$ cat config.mk
export PLATFORM = sky130hd
export DESIGN_NAME = psa_divstep
export DESIGN_NICKNAME = d
export VERILOG_FILES = /design/src/hw/rtl/psa_pkg.sv /design/src/hw/rtl/psa_divstep.sv
export SDC_FILE = /design/constraint.sdc
export NUM_CORES = 1
export LEC_CHECK = 0
export ABC_AREA = 1
export BUFFER_PORTS_ARGS = -buffer_cell sky130_fd_sc_hd__buf_2
export CAP_MARGIN = 20
export CORE_MARGIN = 3
export CORE_UTILIZATION = 49
export DETAILED_ROUTE_END_ITERATION = 8
export PLACE_DENSITY = 0.84
export SETUP_SLACK_MARGIN = 0.4
export SLEW_MARGIN = 20
export SYNTH_ARGS = -nofsm -noshare
export SYNTH_HDL_FRONTEND = slang
export SYNTH_SLANG_ARGS = --single-unit
$ cat constraint.sdc
create_clock -name vclk -period 13.1
set_input_delay 1.31 -clock vclk [all_inputs]
set_output_delay 1.31 -clock vclk [all_outputs]
set_load 0.01 [all_outputs]
$ cat src/hw/rtl/psa_pkg.sv
package psa_pkg;

   // long division of (age * frames) << 16 by life span
   localparam int DQ_W      = 56;
   localparam int DEN_W     = 31;
   localparam int DIV_STEPS = 4;
   localparam int DIV_STAGES = DQ_W / DIV_STEPS;

   typedef enum logic [0:0] {
      REG_GRAVITY = 1'b0,
      REG_ROWS    = 1'b1
   } csr_reg_type;

   typedef struct packed {
      logic signed [31:0] pos_x;
      logic signed [31:0] pos_y;
      logic signed [31:0] pos_z;
      logic signed [31:0] vel_x;
      logic signed [31:0] vel_y;
      logic signed [31:0] vel_z;
      logic signed [31:0] gravity_scale;
      logic [30:0]        life_span;
      logic [30:0]        age;
      logic [15:0]        time_step;
   } req_type;

   typedef struct packed {
      logic signed [31:0] new_pos_x;
      logic signed [31:0] new_pos_y;
      logic signed [31:0] new_pos_z;
      logic signed [31:0] new_vel_y;
      logic [30:0]        new_age;
      logic               alive;
      logic [15:0]        frame_u;
      logic [15:0]        frame_v;
      logic [15:0]        next_frame_u;
      logic [15:0]        next_frame_v;
      logic [15:0]        frame_blend;
   } rsp_type;

   typedef struct packed {
      logic [3:0] row;
      logic [3:0] col;
   } cell_pos_type;

   function automatic logic signed [31:0] sat32(input logic signed [65:0] x);
      if (x > 66'sh0_7FFF_FFFF)
         return 32'sh7FFF_FFFF;
      else if (x < -66'sh0_8000_0000)
         return -32'sh8000_0000;
      else
         return x[31:0];
   endfunction

   // frame index -> atlas row/column; idx < rows^2 so the row fits in 4 bits
   function automatic cell_pos_type split_idx(input logic [7:0] idx, input logic [4:0] rows);
      logic [8:0]   r;
      logic [8:0]   t;
      cell_pos_type p;
      r     = {1'b0, idx};
      p.row = '0;
      for (int k = 3; k >= 0; k--) begin
         t = 9'(rows) << k;
         if (r >= t) begin
            r        = r - t;
            p.row[k] = 1'b1;
         end
      end
      p.col = r[3:0];
      return p;
   endfunction

endpackage

$ cat src/hw/rtl/psa_divstep.sv
module psa_divstep (
   input  logic [psa_pkg::DEN_W-1:0] rem_i,
   input  logic [psa_pkg::DQ_W-1:0]  dq_i,
   input  logic [psa_pkg::DEN_W-1:0] den,
   output logic [psa_pkg::DEN_W-1:0] rem_o,
   output logic [psa_pkg::DQ_W-1:0]  dq_o
);
   import psa_pkg::*;

   // restoring steps: dividend bits shift out of dq's top, quotient bits in at bottom
   always_comb begin
      logic [DEN_W:0]   r2;
      logic [DEN_W-1:0] r;
      logic [DQ_W-1:0]  dq;
      r  = rem_i;
      dq = dq_i;
      for (int s = 0; s < DIV_STEPS; s++) begin
         r2 = {r, dq[DQ_W-1]};
         if (r2 >= {1'b0, den}) begin
            r2 = r2 - {1'b0, den};
            dq = {dq[DQ_W-2:0], 1'b1};
         end else begin
            dq = {dq[DQ_W-2:0], 1'b0};
         end
         r = r2[DEN_W-1:0];
      end
      rem_o = r;
      dq_o  = dq;
   end

endmodule

==> results.rst, run 1 <==
.. list-table::
   :header-rows: 1

   * - Metric
     - Value
   * - Status
     - complete, no violations
   * - Endpoint type of the worst setup path
     - primary output
   * - Number of global-route vias before repair
     - 10630
   * - Cells after synthesis
     - 1791
   * - Post-synthesis cell type with the largest combined area
     - nand2_1
   * - Aggregate global routing overflow
     - 0
   * - Area of the core
     - 0.01883 mm^2
   * - Maximum vdd ir drop
     - 0.2223 mV
   * - Sequential-to-total area share from yosys stat
     - 0
   * - WL/cell
     - 15.16 um
   * - DR pass1 iterations
     - 8
   * - Share of final-layout standard cells stronger than drive strength 1
     - 0.08242
   * - Final setup violation count
     - 0
   * - Arrival time worst endpoint
     - 10.69 ns
   * - Count of endpoints failing hold in the final timing report
     - 0
   * - Yosys warns
     - 0
   * - Standard cell with the maximum stage delay on the critical path
     - fa_1
   * - IO Pins
     - 205
   * - Post-CTS Hold Buffers
     - 0
   * - Sequential cell area
     - 0 um^2
   * - Maximum fanout along the worst path
     - 36
   * - Final routed DRC violation total
     - 0
   * - Die footprint
     - 0.02105 mm^2
   * - Worst hold-check slack
     - 2.620 ns
   * - Die Y
     - 145.1 um
   * - Detail Route Antenna Nets
     - 0
   * - Crit share post-route
     - 0.9157
   * - Most frequent cells after synthesis
     - nand2_1 (630), inv_1 (236), nor2_1 (130)
   * - Fillcell total
     - 2023
   * - Via density per instance
     - 5.517
   * - Growth of design area from synthesis to finish
     - 4.171%
   * - Number of instances on the worst hold path
     - 0
   * - Required time at the endpoint of the critical path
     - 11.79 ns
   * - Path type of the worst setup path
     - in -> out
   * - Most instantiated library cell after synthesis
     - nand2_1
   * - Final net count
     - 2068
   * - Routed WL
     - 31540 um
   * - Final Total Pwr
     - 3101 uW
   * - Net count after synthesis
     - 2037
   * - Number of distinct library cell variants in the gate-level netlist after synthesis
     - 44
   * - Number of DRC violations after detailed-routing iteration 0
     - 1148
   * - Final critical-path required period
     - 12.00 ns
   * - Setup Total Neg Slack
     - 0 ns
   * - Delay-heaviest family, CP
     - simple AND/OR/NAND/NOR gates
   * - Number of flip-flops and latches
     - 0
   * - Half-perimeter wire length after detailed placement
     - 27010 um
   * - Worst min path class
     - in -> out
   * - Global-route wire length before repair
     - 50540 um
   * - Number of port buffers
     - 101
   * - Total area of multi-input combinational cells
     - 0.008038 mm^2
   * - Worst-Margin Slew
     - 0.7087 ns
   * - Worst Setup Slack post-DPL
     - 0.3728 ns
   * - Max-Slew Margin vs Limit
     - 0.5259
   * - Synthesized area
     - 0.009479 mm^2
   * - Number of slew-limit violations in the final report
     - 0
   * - Placer's final routability congestion estimate
     - 1.049
   * - Static leakage
     - 0.005606 uW
   * - RSZ-0062 raised after global routing
     - false
   * - Leading post-synthesis cells by cell area
     - nand2_1 (25%), ha_1 (16%), inv_1 (9.3%), nand3_1 (6.7%), a21oi_1 (6.5%)
   * - Number of max-capacitance violations reported
     - 0
   * - Die Wd
     - 145.1 um
   * - Yosys top cell area share
     - 0.2495
   * - Element type at the critical path start
     - primary input
   * - Pin count of the biggest net entering global routing
     - 37
   * - # clk buffers
     - 0
   * - Dominant cell type by count on the critical path
     - nand2_1
   * - Number of buffers and inverters on the critical path
     - 10
   * - Cell row count
     - 50
   * - Average cell area after synthesis
     - 5.293 um^2
   * - Antenna violations before repair
     - 0
   * - Overall track demand over capacity in global routing
     - 0.2814
   * - Total number of vias
     - 11480
   * - Cell area power density
     - 314.0 mW/mm^2
   * - Maximum single-stage delay on the critical path
     - 0.44 ns
   * - FMAX
     - 83.36 MHz
   * - Post-route setup slack
     - 1.104 ns
   * - Effective utilization at floorplan
     - 0.5034
   * - Crit path depth
     - 67
   * - Total inserted antenna cells
     - 0
-- cell type report --
cell class | count | area share
Multi-Input combinational cell | 1469 | 0.8140
Inverter | 243 | 0.09453
Timing Repair Buffer | 107 | 0.05778
Tap cell | 260 | 0.03294
Timing Repair inverter | 1 | 0.0007603
-- cell usage in the layout, fill, tap and decap left out, types with 5 or more instances in the layout --
cell type	Yosys	layout
nand4_1	17	17
inv_1	236	235
nor2_2	7	7
nand3b_1	5	5
nand2_2	6	6
xor2_1	44	44
nor2_1	130	130
o21ai_1	15	29
nand3_1	127	127
a31oi_1	8	8
nor3_1	21	21
o21bai_1	15	15
xnor2_1	51	51
ha_1	124	124
a21oi_1	124	123
buf_2	14	101
nor4_1	8	8
or2_2	11	11
a21o_1	11	11
o21ai_0	84	69
nand2_1	630	629
-- kinds of logic (layout without fill, tap and decap cells) --
| group | after synthesis | count (layout) | synth area share |
|---|---|---|---|
| and+or+nand+nor | 969 | 969 | 0.4225 |
| buffers and inverters | 322 | 351 | 0.1571 |
| AOI/OAI and AO/OA | 277 | 277 | 0.1605 |
| adders and majority gates | 128 | 128 | 0.1721 |
| xor gates and xnor gates | 95 | 95 | 0.08778 |
-- what timing repair did --
action                                  4_1_cts  5_1_grt
pin swaps                                     0        1
gates resized for setup                       1       30
endpoints found under the setup margin       29       32
setup buffers                                 0        2
cloned                                        0        1
-- per-stage QoR --
step             util  std cells  area (um^2)
2_1_floorplan       -       1791         9479
3_3_place_gp   0.5189       2077         9771
3_5_place_dp   0.5189       2077         9771
4_1_cts        0.5191       2077         9774
5_1_grt        0.5244       2080         9874
6_report       0.5244       2080         9874
-- power by group --
group / switching, uW / internal, uW
combinational: 1960 / 1140
sequential: 0 / 0
clock: 0 / 0
-- worst paths after layout --
check	startpoint	endpoint
setup / recovery	den[0]	rem_o[13]
hold / removal	dq_i[7]	dq_o[11]
-- metal layers --
metal,share of wire,track usage
met5,0,0
met4,0.043,0.1106
met3,0.088,0.03810
met2,0.44,0.4761
met1,0.43,0.3621
Note: power is estimated with default switching activity, not from simulation.
==> run 2, diff against run 1 <==
--- a/config.mk
+++ b/config.mk
@@ -5,13 +5,12 @@
 export SDC_FILE = /design/constraint.sdc
 export NUM_CORES = 1
 export LEC_CHECK = 0
-export ABC_AREA = 1
-export BUFFER_PORTS_ARGS = -buffer_cell sky130_fd_sc_hd__buf_2
 export CAP_MARGIN = 20
 export CORE_MARGIN = 3
 export CORE_UTILIZATION = 49
 export DETAILED_ROUTE_END_ITERATION = 8
-export PLACE_DENSITY = 0.84
+export DONT_BUFFER_PORTS = 1
+export PLACE_DENSITY = 0.75
 export SETUP_SLACK_MARGIN = 0.4
 export SLEW_MARGIN = 20
 export SYNTH_ARGS = -nofsm -noshare
==> run 2 against run 1 <==
Fmax down 2.9%. Non-clock buffer count is 54 lower. Clock-buffer cell count stayed put. First-iteration DRC count down 30%. Area after synthesis shrank 11%. Sequential cell count unchanged. Die area down 11%. Sequential share of layout area unchanged. Final cell count fell by 33%. Critical path depth down 22. Worst setup slack got worse by 0.36 ns. Utilization increased by 1.2 points.
==> results.rst, run 2 <==
.. list-table::
   :header-rows: 1

   * - Metric
     - Value
   * - Delay-heaviest family, CP
     - simple AND/OR/NAND/NOR gates
   * - Number of max-capacitance violations reported
     - 0
   * - Arrival time worst endpoint
     - 11.05 ns
   * - Status
     - complete, no violations
   * - Uppermost layer routed
     - met4
   * - RSZ-0062 raised after global routing
     - false
   * - Final setup violation count
     - 0
   * - Number of buffers and inverters on the critical path
     - 7
   * - Critical path origin
     - den[12]
   * - WL/cell
     - 19.92 um
   * - Most used cells in the layout excluding fill and tap cells
     - ha_1 (116), a21oi_1 (115), nand2_1 (89)
   * - Die Wd
     - 136.9 um
   * - Placer's final routability congestion estimate
     - 0.9881
   * - Aggregate global routing overflow
     - 0
   * - Leading post-synthesis cells by cell area
     - ha_1 (18%), a21oi_1 (8.0%), xnor2_1 (6.7%), o21ai_0 (4.8%), buf_4 (4.6%)
   * - Net count after synthesis
     - 1463
   * - Final critical-path required period
     - 12.36 ns
   * - Maximum fanout along the worst path
     - 22
   * - Cells after synthesis
     - 1217
   * - Total inserted antenna cells
     - 0
   * - Pin count of the biggest net entering global routing
     - 32
   * - Post-layout util
     - 0.5367
   * - Crit path depth
     - 45
   * - Sequential-to-total area share from yosys stat
     - 0
   * - DR pass1 iterations
     - 6
   * - Element type at the critical path start
     - primary input
   * - Share of final-layout standard cells stronger than drive strength 1
     - 0.1453
   * - Most instantiated library cell after synthesis
     - a21oi_1
   * - Count of endpoints failing hold in the final timing report
     - 0
   * - Number of port buffers
     - 0
   * - Area of the core
     - 0.01670 mm^2
   * - Path type of the worst setup path
     - in -> out
   * - Routed metal-1 wirelength
     - 12370 um
   * - Routed WL
     - 27970 um
   * - Average cell area after synthesis
     - 6.903 um^2
   * - Standard cell with the maximum stage delay on the critical path
     - or4_1
   * - Routed met3 length
     - 2724 um
   * - Fillcell total
     - 1639
   * - Antenna violations before repair
     - 0
   * - Number of DRC violations after detailed-routing iteration 0
     - 802
   * - Effective utilization at floorplan
     - 0.5030
   * - Required time at the endpoint of the critical path
     - 11.79 ns
   * - Most frequent standard cell in the layout excluding fill and tap cells
     - ha_1
   * - Cell row count
     - 47
   * - Setup Total Neg Slack
     - 0 ns
   * - Synthesized area
     - 0.008401 mm^2
   * - Critical Path Sink
     - rem_o[0]
   * - Growth of design area from synthesis to finish
     - 6.702%
   * - Crit share post-route
     - 0.9433
   * - FMAX
     - 80.93 MHz
   * - Post-synthesis cell type with the largest combined area
     - ha_1
   * - Most frequent cells after synthesis
     - a21oi_1 (134), ha_1 (124), nand2_1 (93)
   * - Sequential cell area
     - 0 um^2
   * - Yosys top cell area share
     - 0.1847
   * - IO Pins
     - 205
   * - Worst Setup Slack post-DPL
     - -0.6269 ns
   * - Global-route wire length before repair
     - 42140 um
   * - Worst min path class
     - in -> out
   * - Worst-Margin Slew
     - 0.6980 ns
   * - Total number of vias
     - 9252
   * - Overall track demand over capacity in global routing
     - 0.2753
   * - WL met2
     - 12170 um
   * - Post-CTS Hold Buffers
     - 0
   * - Via density per instance
     - 6.590
   * - Cell Count, Final, Fillers Out
     - 1404
   * - Maximum single-stage delay on the critical path
     - 0.53 ns
   * - Final routed DRC violation total
     - 0
   * - Final net count
     - 1432
   * - Detail Route Antenna Nets
     - 0
   * - Die Y
     - 136.9 um
   * - Number of distinct library cell variants in the gate-level netlist after synthesis
     - 79
   * - Yosys warns
     - 0
   * - # clk buffers
     - 0
   * - DP Cell Count
     - 1387
   * - Die footprint
     - 0.01875 mm^2
   * - Number of global-route vias before repair
     - 8167
   * - Half-perimeter wire length after detailed placement
     - 22660 um
   * - Total area of multi-input combinational cells
     - 0.007929 mm^2
   * - Endpoint type of the worst setup path
     - primary output
   * - Number of flip-flops and latches
     - 0
   * - Post-route setup slack
     - 0.7429 ns
   * - Number of slew-limit violations in the final report
     - 0
   * - Max-Slew Margin vs Limit
     - 0.5315
run 2: routing by layer:
layer / vias to the layer above / track usage
met2: 455 / 0.4316
li1: 4410 / -
met4: 0 / 0.06430
met1: 4339 / 0.3970
met3: 48 / 0.03824
met5: - / 0
run 2: kinds of logic (layout without fill, tap and decap cells):
logic type | count (synthesis) | count (layout) | share of synthesized area
adder cells (fa/ha/maj) | 128 | 128 | 0.1942
AO/OA/AOI/OAI | 430 | 430 | 0.3326
buffers and inverters | 166 | 132 | 0.1034
AND/OR/NAND/NOR | 343 | 344 | 0.2018
multiplexers | 49 | 49 | 0.06270
XOR/XNOR | 101 | 101 | 0.1053
run 2: final cells by class:
| class | instances | area share |
|---|---|---|
| multi-input cells | 1052 | 0.8846 |
| repair buffers | 53 | 0.04927 |
| inverters | 79 | 0.03546 |
| well taps | 220 | 0.03071 |
run 2: stage by stage:
step | hold WS (ns) | instance area [um^2]
4_1_cts | 2.620 | 8457
6_report | 2.620 | 8964
3_3_place_gp | 2.620 | 8393
2_1_floorplan | 2.712 | 8401
5_1_grt | 2.620 | 8964
3_5_place_dp | 2.620 | 8393
run 2: how the worst min path moves through the flow:
stage / startpoint / to / slack (ns) / depth (start not counted)
final: dq_i[6] / dq_o[10] / 2.62 / 0
after global placement: dq_i[10] / dq_o[14] / 2.62 / 0
after floorplan: dq_i[6] / dq_o[10] / 2.71 / 1
after CTS: dq_i[10] / dq_o[14] / 2.62 / 0
after global routing: dq_i[15] / dq_o[19] / 2.62 / 0
after detailed placement: dq_i[10] / dq_o[14] / 2.62 / 0
run 2: timing repair:
item,in CTS,in global routing
cloned,1,0
hold endpoints to repair,0,0
gates resized for setup,13,102
pin swaps,2,19
buffers inserted,1,15
endpoints found under the setup margin,32,32
Power of run 2 is left out: the tool's default activity adds up to more than one toggle a clock period on the data nets, which glitch-free logic cannot reach.
